`config.mk`:
```
export PLATFORM = sky130hd
export DESIGN_NAME = http_header_line_parser
export DESIGN_NICKNAME = d
export VERILOG_FILES = /design/src/design/hhlp_pkg.sv /design/src/design/http_header_line_parser.sv
export VERILOG_INCLUDE_DIRS = /design/src /design/src/design
export SDC_FILE = /design/constraint.sdc
export NUM_CORES = 1
export LEC_CHECK = 0
export ABC_AREA = 1
export BUFFER_PORTS_ARGS = -buffer_cell sky130_fd_sc_hd__buf_2
export CORE_MARGIN = 2
export CORE_UTILIZATION = 50
export DETAILED_ROUTE_END_ITERATION = 8
export GPL_TIMING_DRIVEN = 0
export PLACE_DENSITY = 0.68
export SLEW_MARGIN = 30
export SYNTH_ARGS = -nofsm -noshare
export SYNTH_HDL_FRONTEND = slang
export SYNTH_SLANG_ARGS = --single-unit
```
`constraint.sdc`:
```
create_clock -name clock -period 4.8 [get_ports clock]
set_input_delay 0.72 -clock clock [delete_from_list [all_inputs] [get_ports clock]]
set_output_delay 0.72 -clock clock [all_outputs]
set_load 0.01 [all_outputs]
```
`src/design/http_header_line_parser_macros.svh`:
```
// Assertion macros for the header line parser.
`ifndef HTTP_HEADER_LINE_PARSER_MACROS_SVH
`define HTTP_HEADER_LINE_PARSER_MACROS_SVH

`ifndef SYNTHESIS

// The consequent must hold in the same cycle as the antecedent.
`define HHLP_ASSERT_IMPLY(label, clk, rst, ante, cons) \
   label: assert property (@(posedge clk) disable iff (rst) (ante) |-> (cons)) \
      else $error("assertion failed: same-cycle implication");

// The consequent must hold in the cycle after the antecedent.
`define HHLP_ASSERT_NEXT(label, clk, rst, ante, cons) \
   label: assert property (@(posedge clk) disable iff (rst) (ante) |=> (cons)) \
      else $error("assertion failed: next-cycle implication");

`else

`define HHLP_ASSERT_IMPLY(label, clk, rst, ante, cons)
`define HHLP_ASSERT_NEXT(label, clk, rst, ante, cons)

`endif

`endif

```
`src/design/hhlp_pkg.sv`:
```
package hhlp_pkg;

   typedef enum logic [2:0] {
      PH_KEY,
      PH_START_CR,
      PH_LEAD,
      PH_VAL,
      PH_CR,
      PH_SKIP
   } phase_type;

   localparam logic [2:0] STATUS_END       = 3'd0;
   localparam logic [2:0] STATUS_OTHER     = 3'd1;
   localparam logic [2:0] STATUS_TYPE      = 3'd2;
   localparam logic [2:0] STATUS_LENGTH    = 3'd3;
   localparam logic [2:0] STATUS_MALFORMED = 3'd4;

   localparam logic [2:0] MEDIA_UNKNOWN = 3'd0;

   localparam logic [7:0] CHAR_TAB   = 8'h09;
   localparam logic [7:0] CHAR_LF    = 8'h0A;
   localparam logic [7:0] CHAR_CR    = 8'h0D;
   localparam logic [7:0] CHAR_SPACE = 8'h20;
   localparam logic [7:0] CHAR_ZERO  = 8'h30;
   localparam logic [7:0] CHAR_NINE  = 8'h39;
   localparam logic [7:0] CHAR_COLON = 8'h3A;
   localparam logic [7:0] CHAR_UPPER_A = 8'h41;
   localparam logic [7:0] CHAR_UPPER_Z = 8'h5A;

   localparam int TEXT_BITS = 8 * 24;
   localparam int KEY_COUNT = 2;
   localparam int MEDIA_COUNT = 4;

   // Texts are right-justified: the last character sits in the low byte.
   localparam logic [TEXT_BITS-1:0] KEY_TEXT [KEY_COUNT] = '{
      "content-type",
      "content-length"
   };
   localparam logic [4:0] KEY_LEN [KEY_COUNT] = '{5'd12, 5'd14};

   localparam logic [TEXT_BITS-1:0] MEDIA_TEXT [MEDIA_COUNT] = '{
      "text/plain",
      "application/octet-stream",
      "application/json",
      "application/td+json"
   };
   localparam logic [4:0] MEDIA_LEN [MEDIA_COUNT] = '{5'd10, 5'd24, 5'd16, 5'd19};

   function automatic logic [7:0] to_lower(input logic [7:0] c);
      logic [7:0] r;
      r = c;
      if (c >= CHAR_UPPER_A && c <= CHAR_UPPER_Z) begin
         r = c + 8'd32;
      end
      return r;
   endfunction

   // True when the text has a character at pos and it equals c.
   function automatic logic char_match(input logic [TEXT_BITS-1:0] text,
                                       input logic [4:0] len,
                                       input logic [4:0] pos,
                                       input logic [7:0] c);
      logic [4:0] back;
      logic [TEXT_BITS-1:0] shifted;
      back = len - 5'd1 - pos;
      shifted = text >> {back, 3'b000};
      return (pos < len) && (shifted[7:0] == c);
   endfunction

endpackage

```
`src/design/http_header_line_parser.sv`:
```
// Header line parser: one header word per cycle unless the result register is stalled,
// one result per line at its LF. An accepted word is held in the input register, is
// decoded out of it, and its result lands in the result register when that is free.
// Throughput: one word per cycle unless stalled; the per-byte match update is combinational.
// Reset (synchronous, active high) empties both registers and starts a new line.
`include "http_header_line_parser_macros.svh"

module http_header_line_parser #(
   parameter int LENGTH_BITS = 32
) (
   input  logic        clock,
   input  logic        reset,
   input  logic        req_valid,
   output logic        req_stall,
   input  logic [7:0]  req_data_byte,
   output logic        rsp_valid,
   input  logic        rsp_stall,
   output logic [2:0]  rsp_line_status,
   output logic [2:0]  rsp_media_type,
   output logic [31:0] rsp_body_length
);

   localparam int PROD_BITS = LENGTH_BITS + 4;

   // Input register.
   logic       stage_valid_ff, stage_valid_in;
   logic [7:0] stage_byte_ff, stage_byte_in;

   // Line state.
   hhlp_pkg::phase_type    phase_ff, phase_in;
   logic [4:0]             pos_ff, pos_in;
   logic [1:0]             kflags_ff, kflags_in;
   logic [3:0]             vflags_ff, vflags_in;
   logic [3:0]             vtok_ff, vtok_in;
   logic [LENGTH_BITS-1:0] acc_ff, acc_in;
   logic                   num_active_ff, num_active_in;
   logic                   num_ovf_ff, num_ovf_in;
   logic                   line_error_ff, line_error_in;

   // Result register.
   logic        rsp_valid_ff, rsp_valid_in;
   logic [2:0]  rsp_status_ff, rsp_status_in;
   logic [2:0]  rsp_media_ff, rsp_media_in;
   logic [31:0] rsp_length_ff, rsp_length_in;

   logic        out_free, advance, accept;
   logic        res_valid;
   logic [2:0]  res_status, res_media;
   logic [31:0] res_length;

   logic [7:0] c, lc;
   logic       is_lf, is_cr, is_colon, is_blank, is_digit;
   logic [1:0] key_hit, key_done;
   logic [3:0] media_hit, media_done;
   logic [PROD_BITS-1:0]   acc_wide, prod;
   logic                   prod_ovf;
   logic [LENGTH_BITS+31:0] acc_ext;

   assign out_free  = !rsp_valid_ff || !rsp_stall;
   assign advance   = stage_valid_ff && out_free;
   assign req_stall = stage_valid_ff && !out_free;
   assign accept    = req_valid && !req_stall;

   assign c        = stage_byte_ff;
   assign lc       = hhlp_pkg::to_lower(c);
   assign is_lf    = (c == hhlp_pkg::CHAR_LF);
   assign is_cr    = (c == hhlp_pkg::CHAR_CR);
   assign is_colon = (c == hhlp_pkg::CHAR_COLON);
   assign is_blank = (c == hhlp_pkg::CHAR_SPACE) || (c == hhlp_pkg::CHAR_TAB);
   assign is_digit = (c >= hhlp_pkg::CHAR_ZERO) && (c <= hhlp_pkg::CHAR_NINE);

   always_comb begin
      for (int k = 0; k < hhlp_pkg::KEY_COUNT; k++) begin
         key_hit[k]  = hhlp_pkg::char_match(hhlp_pkg::KEY_TEXT[k], hhlp_pkg::KEY_LEN[k],
                                            pos_ff, lc);
         key_done[k] = kflags_ff[k] && (pos_ff == hhlp_pkg::KEY_LEN[k]);
      end
      for (int k = 0; k < hhlp_pkg::MEDIA_COUNT; k++) begin
         media_hit[k]  = hhlp_pkg::char_match(hhlp_pkg::MEDIA_TEXT[k],
                                              hhlp_pkg::MEDIA_LEN[k], pos_ff, lc);
         media_done[k] = vflags_ff[k] && (pos_ff == hhlp_pkg::MEDIA_LEN[k]);
      end
   end

   // acc * 10 + digit, with the top bits telling whether it left the length range.
   assign acc_wide = {4'b0000, acc_ff};
   assign prod     = (acc_wide << 3) + (acc_wide << 1)
                   + {{(PROD_BITS-4){1'b0}}, c[3:0]};
   assign prod_ovf = |prod[PROD_BITS-1:LENGTH_BITS];
   assign acc_ext  = {32'd0, acc_ff};

   // Next line phase.
   always_comb begin
      phase_in = phase_ff;
      unique case (phase_ff) inside
         hhlp_pkg::PH_KEY, hhlp_pkg::PH_START_CR: begin
            if (is_lf) begin
               phase_in = hhlp_pkg::PH_KEY;
            end else if (is_colon) begin
               phase_in = hhlp_pkg::PH_LEAD;
            end else if (is_cr && pos_ff == 5'd0) begin
               phase_in = hhlp_pkg::PH_START_CR;
            end else begin
               phase_in = hhlp_pkg::PH_KEY;
            end
         end
         hhlp_pkg::PH_LEAD, hhlp_pkg::PH_VAL: begin
            if (is_lf) begin
               phase_in = hhlp_pkg::PH_KEY;
            end else if (is_cr) begin
               phase_in = hhlp_pkg::PH_CR;
            end else if (!is_blank) begin
               phase_in = hhlp_pkg::PH_VAL;
            end
         end
         hhlp_pkg::PH_CR: begin
            phase_in = is_lf ? hhlp_pkg::PH_KEY : hhlp_pkg::PH_SKIP;
         end
         default: begin
            phase_in = is_lf ? hhlp_pkg::PH_KEY : hhlp_pkg::PH_SKIP;
         end
      endcase
   end

   // Per-byte datapath and the result of a line.
   always_comb begin
      pos_in        = pos_ff;
      kflags_in     = kflags_ff;
      vflags_in     = vflags_ff;
      vtok_in       = vtok_ff;
      acc_in        = acc_ff;
      num_active_in = num_active_ff;
      num_ovf_in    = num_ovf_ff;
      line_error_in = line_error_ff;
      res_valid     = 1'b0;
      res_status    = hhlp_pkg::STATUS_OTHER;
      res_media     = hhlp_pkg::MEDIA_UNKNOWN;
      res_length    = 32'd0;

      unique case (phase_ff) inside
         hhlp_pkg::PH_KEY, hhlp_pkg::PH_START_CR: begin
            if (is_lf) begin
               res_valid  = 1'b1;
               res_status = (phase_ff == hhlp_pkg::PH_START_CR) ?
                            hhlp_pkg::STATUS_END : hhlp_pkg::STATUS_MALFORMED;
            end else if (is_colon) begin
               kflags_in = key_done;
               pos_in    = 5'd0;
            end else begin
               kflags_in = kflags_ff & key_hit;
               if (pos_ff != 5'd31) begin
                  pos_in = pos_ff + 5'd1;
               end
            end
         end
         hhlp_pkg::PH_LEAD, hhlp_pkg::PH_VAL: begin
            if (is_lf) begin
               res_valid  = 1'b1;
               res_status = hhlp_pkg::STATUS_MALFORMED;
            end else if (is_cr || (is_blank && phase_ff == hhlp_pkg::PH_VAL)) begin
               // The value ends here; a later non-blank undoes any media match.
               vtok_in       = vtok_ff | media_done;
               vflags_in     = 4'd0;
               num_active_in = 1'b0;
            end else if (!is_blank) begin
               vtok_in   = 4'd0;
               vflags_in = vflags_ff & media_hit;
               if (pos_ff != 5'd31) begin
                  pos_in = pos_ff + 5'd1;
               end
               if (num_active_ff) begin
                  if (!is_digit) begin
                     num_active_in = 1'b0;
                  end else if (prod_ovf) begin
                     num_ovf_in = 1'b1;
                  end else begin
                     acc_in = prod[LENGTH_BITS-1:0];
                  end
               end
            end
         end
         hhlp_pkg::PH_CR: begin
            if (is_lf) begin
               res_valid = 1'b1;
               if (line_error_ff) begin
                  res_status = hhlp_pkg::STATUS_MALFORMED;
               end else if (kflags_ff[0]) begin
                  res_status = hhlp_pkg::STATUS_TYPE;
                  for (int k = hhlp_pkg::MEDIA_COUNT - 1; k >= 0; k--) begin
                     if (vtok_ff[k]) begin
                        res_media = 3'(k + 1);
                     end
                  end
               end else if (kflags_ff[1]) begin
                  if (num_ovf_ff) begin
                     res_status = hhlp_pkg::STATUS_MALFORMED;
                  end else begin
                     res_status = hhlp_pkg::STATUS_LENGTH;
                     res_length = acc_ext[31:0];
                  end
               end
            end else begin
               line_error_in = 1'b1;
            end
         end
         default: begin
            if (is_lf) begin
               res_valid  = 1'b1;
               res_status = hhlp_pkg::STATUS_MALFORMED;
            end
         end
      endcase

      // Every result closes the line.
      if (res_valid) begin
         pos_in        = 5'd0;
         kflags_in     = 2'b11;
         vflags_in     = 4'b1111;
         vtok_in       = 4'd0;
         acc_in        = '0;
         num_active_in = 1'b1;
         num_ovf_in    = 1'b0;
         line_error_in = 1'b0;
      end
   end

   assign stage_valid_in = accept ? 1'b1 : (stage_valid_ff && !advance);
   assign stage_byte_in  = accept ? req_data_byte : stage_byte_ff;

   assign rsp_valid_in  = (advance && res_valid) ? 1'b1 : (rsp_valid_ff && rsp_stall);
   assign rsp_status_in = (advance && res_valid) ? res_status : rsp_status_ff;
   assign rsp_media_in  = (advance && res_valid) ? res_media : rsp_media_ff;
   assign rsp_length_in = (advance && res_valid) ? res_length : rsp_length_ff;

   always_ff @(posedge clock) begin
      if (reset) begin
         stage_valid_ff <= 1'b0;
         rsp_valid_ff   <= 1'b0;
         phase_ff       <= hhlp_pkg::PH_KEY;
         pos_ff         <= 5'd0;
         kflags_ff      <= 2'b11;
         vflags_ff      <= 4'b1111;
         vtok_ff        <= 4'd0;
         acc_ff         <= '0;
         num_active_ff  <= 1'b1;
         num_ovf_ff     <= 1'b0;
         line_error_ff  <= 1'b0;
      end else begin
         stage_valid_ff <= stage_valid_in;
         rsp_valid_ff   <= rsp_valid_in;
         if (advance) begin
            phase_ff      <= phase_in;
            pos_ff        <= pos_in;
            kflags_ff     <= kflags_in;
            vflags_ff     <= vflags_in;
            vtok_ff       <= vtok_in;
            acc_ff        <= acc_in;
            num_active_ff <= num_active_in;
            num_ovf_ff    <= num_ovf_in;
            line_error_ff <= line_error_in;
         end
      end
   end

   always_ff @(posedge clock) begin
      stage_byte_ff <= stage_byte_in;
      rsp_status_ff <= rsp_status_in;
      rsp_media_ff  <= rsp_media_in;
      rsp_length_ff <= rsp_length_in;
   end

   assign rsp_valid       = rsp_valid_ff;
   assign rsp_line_status = rsp_status_ff;
   assign rsp_media_type  = rsp_media_ff;
   assign rsp_body_length = rsp_length_ff;

   // A length is reported only with a content length line, a media type only
   // with a content type line.
   `HHLP_ASSERT_IMPLY(a_length_only_for_length, clock, reset, rsp_valid && rsp_line_status != hhlp_pkg::STATUS_LENGTH, rsp_body_length == 32'd0)
   `HHLP_ASSERT_IMPLY(a_media_only_for_type, clock, reset, rsp_valid && rsp_line_status != hhlp_pkg::STATUS_TYPE, rsp_media_type == hhlp_pkg::MEDIA_UNKNOWN)
   // After a line result the parser is back at the start of a key.
   `HHLP_ASSERT_NEXT(a_line_restart, clock, reset, advance && res_valid, phase_ff == hhlp_pkg::PH_KEY && pos_ff == 5'd0 && line_error_ff == 1'b0)

endmodule

```
# Word level (Yosys, flattened, before mapping)
# Index checks and enable logic that the tools add are counted.
dict set report classes {
  add_sub_neg 10
  magnitude_cmp 10
  eq_ne 32
  n_shift 6
  n_mux 73
  n_bitwise 7
  n_reduce_logical 53
}
# operator count
set ops {}
lappend ops {{32-bit two-way mux} 8}
lappend ops {{191-bit by 8-bit right shift with 8-bit output, first input constant} 1}
lappend ops {{151-bit by 8-bit right shift with 8-bit output, first input constant} 1}
lappend ops {{127-bit by 8-bit right shift with 8-bit output, first input constant} 1}
lappend ops {{111-bit by 8-bit right shift with 8-bit output, first input constant} 1}
lappend ops {{95-bit by 8-bit right shift with 8-bit output, first input constant} 1}
lappend ops {{79-bit by 8-bit right shift with 8-bit output, first input constant} 1}
lappend ops {{8-bit equality test} 6}
lappend ops {{3-bit two-way mux} 15}
lappend ops {{4-bit two-way mux} 10}
lappend ops {{35-bit by 33-bit adder with 36-bit output} 1}
lappend ops {{36-bit by 4-bit adder with 36-bit output} 1}
lappend ops {{5-bit two-way mux} 7}
lappend ops {{8-bit by 4-bit equality test with 1-bit output, second input constant} 3}
lappend ops {{1-bit two-way mux} 23}
lappend ops {{1-bit logical AND} 22}
lappend ops {{4-bit by 5-bit subtractor with 5-bit output, first input constant} 4}
lappend ops {{8-bit by 6-bit equality test with 1-bit output, second input constant} 2}
lappend ops {{8-bit AND reduction} 2}
lappend ops {{5-bit by 4-bit equality test with 1-bit output, second input constant} 3}
lappend ops {{5-bit equality test, second input constant} 3}
lappend ops {{5-bit by 4-bit < comparator with 1-bit output, second input constant} 3}
lappend ops {{5-bit < comparator, second input constant} 3}
lappend ops {{2-bit two-way mux} 6}
lappend ops {{other kinds (37)} 63}
dict set report word_totals {
  reg_bits 101
  out_inout_bits 40
  word_cells 208
}

# Longest topological paths before layout
# Gate-level depths: netlist of run 1.
dict set report depth {
  ltp_word 11
  depth_mapped 22
  depth_no_buf 21
}

# Least setup slack after synthesis of run 1
# Ideal clock, no wire load.
dict set report synth_path {
  path_kind {register to register}
  start {register stage_byte_ff[2], in the netlist c[2]}
  end {register num_active_ff}
  arrival_time_ns 3.372
  setup_slack_ns 1.367
  stages_incl_launch_ff 10
  path_buffers 2
  path_cell_list {edfxtp_1 > buf_2 > nor4_4 > nand2_2 > clkbuf_1 > nor2_1 > inv_1 > nand2_1 > inv_1 > nand3_1}
}
dict set report synth_via {
  elab_chain_len 9
  word_cells_on_any_way 22
  cone_classes {2 x order compare; 6 x eq/ne; 8 x mux; 6 x reduce/logical}
}
# item line
set synth_rtl {}
lappend synth_rtl {{start: declaration} http_header_line_parser.sv:27} ;# logic [7:0] stage_byte_ff, stage_byte_in;
lappend synth_rtl {{start signal: assignment} http_header_line_parser.sv:266} ;# stage_byte_ff <= stage_byte_in;
lappend synth_rtl {{8-bit by 6-bit greater-or-equal comparator with 1-bit output or 8-bit by 6-bit <= comparator with 1-bit output (tied branches)} http_header_line_parser.sv:70} ;# assign is_digit = (c >= hhlp_pkg::CHAR_ZERO) && (c <= hhlp_pkg::CHAR_NINE);
lappend synth_rtl {{1-bit logical AND} http_header_line_parser.sv:70}
lappend synth_rtl {{1-bit two-way mux} http_header_line_parser.sv:172} ;# if (!is_digit) begin
lappend synth_rtl {{1-bit two-way mux} http_header_line_parser.sv:171} ;# if (num_active_ff) begin
lappend synth_rtl {{1-bit two-way mux} http_header_line_parser.sv:165} ;# end else if (!is_blank) begin
lappend synth_rtl {{1-bit two-way mux} http_header_line_parser.sv:160} ;# end else if (is_cr || (is_blank && phase_ff == hhlp_pkg::PH_VAL)) begin
lappend synth_rtl {{1-bit two-way mux} http_header_line_parser.sv:157} ;# if (is_lf) begin
lappend synth_rtl {{1-bit two-way mux} http_header_line_parser.sv:140} ;# unique case (phase_ff) inside
lappend synth_rtl {{1-bit two-way mux} http_header_line_parser.sv:215} ;# if (res_valid) begin
lappend synth_rtl {{end signal: assignment} http_header_line_parser.sv:258} ;# num_active_ff <= num_active_in;
lappend synth_rtl {{end: declaration} http_header_line_parser.sv:36} ;# logic num_active_ff, num_active_in;
# Several ways; a longest one is shown, not always the timed one. The select of a mux whose other input is x is not followed.
# A chain may end at the register's enable or synchronous reset.

# Worst setup path in the final report of run 1
dict set report layout_path {
  start {register stage_byte_ff[3], in the netlist c[3]}
  end {register acc_ff[28]}
}
dict set report layout_via {
  elab_chain_len 9
  word_cells_on_any_way 29
  cone_classes {1 x add/sub; 2 x order compare; 8 x eq/ne; 9 x mux; 9 x reduce/logical}
}
# item line
set layout_rtl {}
lappend layout_rtl {{36-bit by 4-bit adder with 36-bit output} http_header_line_parser.sv:88} ;# + {{(PROD_BITS-4){1'b0}}, c[3:0]};
lappend layout_rtl {{32-bit two-way mux} http_header_line_parser.sv:174} ;# end else if (prod_ovf) begin
lappend layout_rtl {{32-bit two-way mux} http_header_line_parser.sv:172}
lappend layout_rtl {{32-bit two-way mux} http_header_line_parser.sv:171}
lappend layout_rtl {{32-bit two-way mux} http_header_line_parser.sv:165}
lappend layout_rtl {{32-bit two-way mux} http_header_line_parser.sv:160}
lappend layout_rtl {{32-bit two-way mux} http_header_line_parser.sv:157}
lappend layout_rtl {{32-bit two-way mux} http_header_line_parser.sv:140}
lappend layout_rtl {{32-bit two-way mux} http_header_line_parser.sv:215}
lappend layout_rtl {{end signal: assignment} http_header_line_parser.sv:257} ;# acc_ff <= acc_in;
lappend layout_rtl {{end: declaration} http_header_line_parser.sv:35} ;# logic [LENGTH_BITS-1:0] acc_ff, acc_in;
# Several ways; a longest one is shown, not always the timed one. The select of a mux whose other input is x is not followed.

==> results of run 1 <==
## cell usage in the layout (no fill, tap or decap), drive strengths merged, types with 19 or more instances in the layout
master and instances:
nand2 375, inv 188, nor2 171, a21oi 115
nand3 108, ha 91, buf 73, o21ai 59
dfxtp 55, edfxtp 46, clkbuf 31, nor3 23
xor2 19
## flip-flops by register name, summed over array words and instances, names as in the netlist, 2 cells and up
signal	count
rsp_line_status	3
acc_ff	32
vflags_ff	4
rsp_body_length	32
vtok_ff	4
kflags_ff	2
phase_ff	3
pos_ff	5
rsp_media_type	3
c	8
## layer usage
layer	vias up	global-route usage (%)
met5	-	0
met4	0	11.91
met3	59	4.746
met2	332	45.30
met1	3931	39.74
li1	4598	-
## layout make-up
cell class	instances	area, µm²
Timing Repair Buffer	52	305.3
Sequential cell	101	2482
Multi-Input combinational cell	1043	5545
Fill cell	1785	7587
Clock inverter	4	33.78
Buffer	40	178.9
Tap cell	225	281.5
Inverter	188	705.7
Clock buffer	12	236.5
## how the worst max path moves through the flow
| stage | start | to | slack, ps | cells after the start |
|---|---|---|---|---|
| floorplan | c[2]$_DFFE_PP_ | num_active_ff$_SDFFE_PP1P_ | 1370 | 9 |
| global placement | c[1]$_DFFE_PP_ | num_active_ff$_SDFFE_PP1P_ | -690 | 10 |
| detailed placement | c[3]$_DFFE_PP_ | acc_ff[28]$_SDFFE_PP0P_ | 1040 | 20 |
| CTS | c[3]$_DFFE_PP_ | acc_ff[28]$_SDFFE_PP0P_ | 1020 | 20 |
| global route | c[3]$_DFFE_PP_ | acc_ff[28]$_SDFFE_PP0P_ | 680 | 20 |
| finish | c[3]$_DFFE_PP_ | acc_ff[28]$_SDFFE_PP0P_ | 970 | 20 |
## cell families (layout without fill, tap and decap cells)
kind of cell	Yosys count	in the layout	synth area share, %
XOR/XNOR	20	20	1.967
adder cells (fa/ha/maj)	93	93	13.24
buffers and inverters	228	296	9.934
AO/OA/AOI/OAI	209	209	12.96
AND/OR/NAND/NOR	721	721	34.03
flip-flops	101	101	27.88
## worst max-delay path, delay by kind of cell, from the launching register on
| family | cells | cell delay [ps] |
|---|---|---|
| and+or+nand+nor | 15 | 1570 |
| adders and majority gates | 2 | 980 |
| buffers and inverters | 3 | 750 |
| DFF | 1 | 430 |
## per-stage QoR
step                power, W  instances  hold slack, ps  utilization (%)  setup TNS [ps]
floorplan           0.001173       1372           418.9                -               0
global route        0.002043       1665           476.4            56.29               0
global placement    0.001256       1647           429.5            54.37           -9290
detailed placement  0.001258       1649           444.0            54.73               0
finish              0.001968       1665           459.2            56.29               0
CTS                 0.001971       1665           457.9            56.29               0
## power groups by stage
stage | Combinational, W | Sequential (W) | Clock, W
after floorplan | 0.000238 | 0.000935 | 0
after global placement | 0.000313 | 0.000942 | 0
after detailed placement | 0.000315 | 0.000942 | 0
after CTS | 0.000317 | 0.000922 | 0.000732
after global routing | 0.000365 | 0.000924 | 0.000754
final | 0.000324 | 0.000923 | 0.000721
==> impl_metrics.tcl, run 1 <==
set metrics [dict create \
    synth.top_cell.area_share_pct 15.64 \
    cts_resized 0 \
    core_area_mm2 0.01736 \
    critPathMaxFanout 10 \
    ios 52 \
    htreeDepth 3 \
    yosysMostFrequentCell "nand2_1" \
    grt_pass1_vias 8024 \
    maxSlewViolCount 0 \
    initial_utilization_pct 51.30 \
    cp-start-kind "flop" \
    ys_types 45 \
    root_buffer "clkbuf_16" \
    hp-class "reg -> reg" \
    wl_met1_mm 12.40 \
    synthTopCellsByCount "nand2_1, inv_1, nor2_1, a21oi_1, nand3_1" \
    setup_viol 0 \
    synth-seq-cells 101 \
    drt_iter0_drc 827 \
    routed_wl_mm 26.83 \
    clk_latency_ps 360 \
    swShare_pct 30.54 \
    crit_required_ps 5060 \
    syn_inst 1372 \
    end_kind "flop" \
    port-buffer-count 50 \
    seq_area_frac_synth_pct 27.88 \
    p_int_w 0.001367 \
    met2WireLength_mm 11.65 \
    maxCapViolCount 0 \
    period_minus_slack_ps 3834 \
    dpl.hpwl_mm 21.11 \
    cp_cell_sequence "inv_1 > fa_1 > fa_1 > inv_1 > nand2_1 > nand2_1 > nand3_1 > nand2_1 > nand2_1 > nand2_1 > nand2_1 > nand3_1 > nand2_1 > nor2_1 > nand2_1 > nand2_1 > buf_2 > nand3_1 > nand2_1 > nor2_1" \
    seqPwrFrac_pct 46.9 \
    drc 0 \
    hold_path_depth 2 \
    finalCritPeriodShare_pct 79.88 \
    syn2layout_area_growth_pct 9.709 \
    p_sw_w 0.0006010 \
    row_count 48 \
    synth_async_sr_flop_share_pct 0 \
    synth_edf_count 46 \
    antenna_found_initial 0 \
    r2r_end "acc_ff[28]$_SDFFE_PP0P_" \
    cts_tree "done" \
    cts_buffer_depth 2 \
    vias 8920 \
    clock_skew_ps 8.147 \
    finalWorstSetupSlack_ps 965.6 \
    detail_route.first_pass.iterations 8 \
    pre_cts_ws_ps 1041 \
    worstPathArrival_ps 4090 \
    critPathKind "reg -> reg" \
    holdPathEnd "vflags_ff[2]$_SDFFE_PP1P_" \
    cts_setup_buffers 0 \
    crit_top_cell "nand2_1" \
    maxSlewHeadroom_pct 48.83 \
    worstMarginPinSlew_ps 767.5 \
    ant_nets 0 \
    leakagePower_nw 4.891 \
    postCtsHoldBufs 0 \
    finalHoldViolations 0 \
    drt-vias-per-instance 5.357 \
    synth_nets 1477 \
    clk_pin_slew_worst_paths_ps 70 \
    outcome "finished clean" \
    met3_length_mm 1.794 \
    clock_power_share_pct 36.6 \
    synthTopCellsByArea "nand2_1, edfxtp_1, ha_1" \
    die_h_um 137.5 \
    die_w_um 137.5 \
    grt_max_degree 21 \
    final_area_mm2 0.009769 \
    ys_warn_count 0 \
    slowest_delay_ps 510 \
    n_antenna_cell 0 \
    cts_buffers 9 \
    slowest_stage "fa_1" \
    worstReg2RegStart "c[3]$_DFFE_PP_" \
    dr.max_layer_used "met4" \
    combPwrFrac_pct 16.5 \
    holdCritStartpoint "vflags_ff[2]$_SDFFE_PP1P_" \
    place.gp.congestion 0.9940 \
    power.density_mw_per_mm2 201.4 \
    overflow 0 \
    synth_ff_type "dfxtp_1" \
    grt_pass1_wl_mm 42.15 \
    postSynthAreaPerCell_um2 6.490 \
    synth_area_mm2 0.008905 \
    wl_per_cell_um 16.11 \
    nets 1540 \
    grt_usage_pct 29.01 \
    fmax_ghz 0.2608 \
    synth.largest_area_cell "nand2_1" \
    drive_above_1_share_pct 8.194 \
    ir_drop_mv 0.1790 \
    worst_r2r_path_depth 20 \
    cts_sinks 101 \
    r2r_setup_slack_ps 970 \
    rsz0062_at_grt "no" \
    dpl_cell_area_mm2 0.009499 \
    die-area_mm2 0.01889 \
]
Note: power is estimated with default switching activity, not from simulation.
==> inputs of run 2 (changes only) <==
==> constraint.sdc (replaced) <==
create_clock -name clock -period 3.62 [get_ports clock]
set_input_delay 0.543 -clock clock [delete_from_list [all_inputs] [get_ports clock]]
set_output_delay 0.543 -clock clock [all_outputs]
set_load 0.01 [all_outputs]
==> run 2 against run 1 <==
  * Via count rose by 0.93%
  * Fmax rose by 11%
  * Final area rose by 1.0%
  * Final cell count rose by 0.54%
  * Sequential share of layout area fell by 0.21 points
  * First-iteration DRC count fell by 12%
  * Die area did not move
  * Utilization rose by 0.56 points
  * Clock skew fell by 0.91 ps
  * Clock power rose by 33%
  * Setup slack got worse by 810 ps
  * Critical path type unchanged
==> impl_metrics.tcl, run 2 (same netlist as run 1, synthesis figures left out) <==
set metrics [dict create \
    crit_top_cell "nand2_1" \
    dpl.hpwl_mm 21.11 \
    place.gp.congestion 0.9940 \
    slowest_stage "fa_1" \
    drive_above_1_share_pct 9.317 \
    cp-startpoint "c[3]$_DFFE_PP_" \
    grt_pass1_wl_mm 42.22 \
    rsz0062_at_grt "yes" \
    worstPathArrival_ps 3720 \
    drt-vias-per-instance 5.378 \
    maxSlewViolCount 0 \
    vias 9003 \
    total_power_w 0.002624 \
    tns_ps 0 \
    cts_buffer_depth 2 \
    nets 1549 \
    root_buffer "clkbuf_16" \
    placed_cells_incl_taps 1649 \
    n_antenna_cell 0 \
    finalCritPeriodShare_pct 95.61 \
    grt_usage_pct 29.09 \
    clock_skew_ps 7.237 \
    grt_pass1_vias 8013 \
    clk_latency_ps 360 \
    fmax_ghz 0.2889 \
    hp-class "in -> reg" \
    ir_drop_mv 0.2377 \
    end_kind "flop" \
    maxSlewHeadroom_pct 50.28 \
    period_minus_slack_ps 3461 \
    finalHoldViolations 0 \
    power.density_mw_per_mm2 266.0 \
    final_cells 1674 \
    holdCritStartpoint "req_data_byte[4]" \
    maxCapViolCount 0 \
    ios 52 \
    htreeDepth 3 \
    fin_hold_ws_ps 354.0 \
    setup_viol 0 \
    cp_cell_sequence "clkinvlp_4 > fa_1 > fa_1 > inv_1 > nand4_1 > nand2_1 > nand2_1 > nand2_1 > nand2_1 > nand3_1 > nand2_1 > nor2_1 > nand2_1 > nand2_2 > buf_4 > nand3_1 > nand2_1 > nor2_1" \
    routed_wl_mm 27.08 \
    cts_sinks 101 \
    drt_iter0_drc 726 \
    worstReg2RegStart "c[3]$_DFFE_PP_" \
    slowest_delay_ps 500 \
    grt_max_degree 21 \
    syn2layout_area_growth_pct 10.81 \
    outcome "finished clean" \
    cts_buffers 9 \
    overflow 0 \
    wl_per_cell_um 16.18 \
    ant_nets 0 \
    port-buffer-count 50 \
    die_w_um 137.5 \
    final_cell_mix "nand2_1, inv_1, nor2_1, a21oi_1, nand3_1" \
    die_h_um 137.5 \
    core_area_mm2 0.01736 \
    worstMarginPinSlew_ps 745.7 \
    detail_route.first_pass.iterations 6 \
    initial_utilization_pct 51.30 \
    cp-start-kind "flop" \
    layout_commonest_cell "nand2_1" \
    die-area_mm2 0.01889 \
    cts_tree "done" \
    drc 0 \
    leakagePower_nw 4.941 \
    critPathKind "reg -> reg" \
    clk_pin_slew_worst_paths_ps 70 \
    row_count 48 \
    crit_required_ps 3880 \
    antenna_found_initial 0 \
    critPathMaxFanout 10 \
]
[run 2: cell types whose count changed in the layout (fill, tap and decap cells not counted), moves of 2 or more]
| cell | delta |
|---|---|
| buf_4 | +13 |
| buf_2 | -5 |
| dfxtp_1 | -3 |
| dfxtp_2 | +3 |
| clkinvlp_4 | +2 |
| nand2_1 | -2 |
| nand2_2 | +2 |
[run 2: timing repair]
item                                    CTS  global route
buffers inserted                          1             8
hold buffers                              0             0
resized for setup                         5            10
hold endpoints to repair                  0             0
endpoints found under the setup margin   33            35
pin swaps                                 0             1
[run 2: final cells by class]
cell class | count | area [µm²]
Timing Repair Buffer | 61 | 372.9
Clock buffer | 12 | 236.5
Tap cell | 225 | 281.5
Buffer | 40 | 192.7
Clock inverter | 4 | 33.78
Sequential cell | 101 | 2486
Multi-Input combinational cell | 1043 | 5550
Fill cell | 1775 | 7490
Inverter | 188 | 713.2
[run 2: worst paths after layout]
| check | to | slack [ps] | depth (start not counted) |
|---|---|---|---|
| setup reg to reg | acc_ff[28]$_SDFFE_PP0P_ | 160 | 18 |
| setup / recovery | acc_ff[28]$_SDFFE_PP0P_ | 160 | 18 |
| hold / removal | c[4]$_DFFE_PP_ | 350 | 1 |
| hold reg to reg | vflags_ff[2]$_SDFFE_PP1P_ | 460 | 2 |
[run 2: critical path, delay by kind of cell (launching register included)]
kind / cells / cell delay (ps)
fa+ha+maj: 2 / 970
flops: 1 / 420
simple gates: 13 / 1480
buf+inv: 3 / 500
[run 2: through the flow]
stage	utilization (%)	setup WS (ps)	instance area, µm²
2_1_floorplan	-	186.6	8905
3_3_place_gp	54.37	-1870	9437
3_5_place_dp	54.73	-139.3	9499
4_1_cts	56.40	9.808	9789
5_1_grt	56.85	-89.67	9867
6_report	56.85	158.8	9867
[run 2: power by group]
group | internal, W | switching (W) | leakage [nW]
Sequential | 0.00120 | 0.0000244 | 0.937
Combinational | 0.000146 | 0.000297 | 3.88
Clock | 0.000475 | 0.000481 | 0.128
Total | 0.00182 | 0.000802 | 4.94
[run 2: layer usage]
| layer | GRT usage [%] | wire length (µm) | vias up | part of all wire (%) |
|---|---|---|---|---|
| met3 | 5.151 | 1791 | 58 | 6.6 |
| met1 | 39.65 | 12450 | 4005 | 46 |
| met2 | 45.55 | 11900 | 323 | 44 |
| met5 | 0 | 0 | - | 0 |
| li1 | - | - | 4617 | - |
| met4 | 11.57 | 935 | 0 | 3.5 |
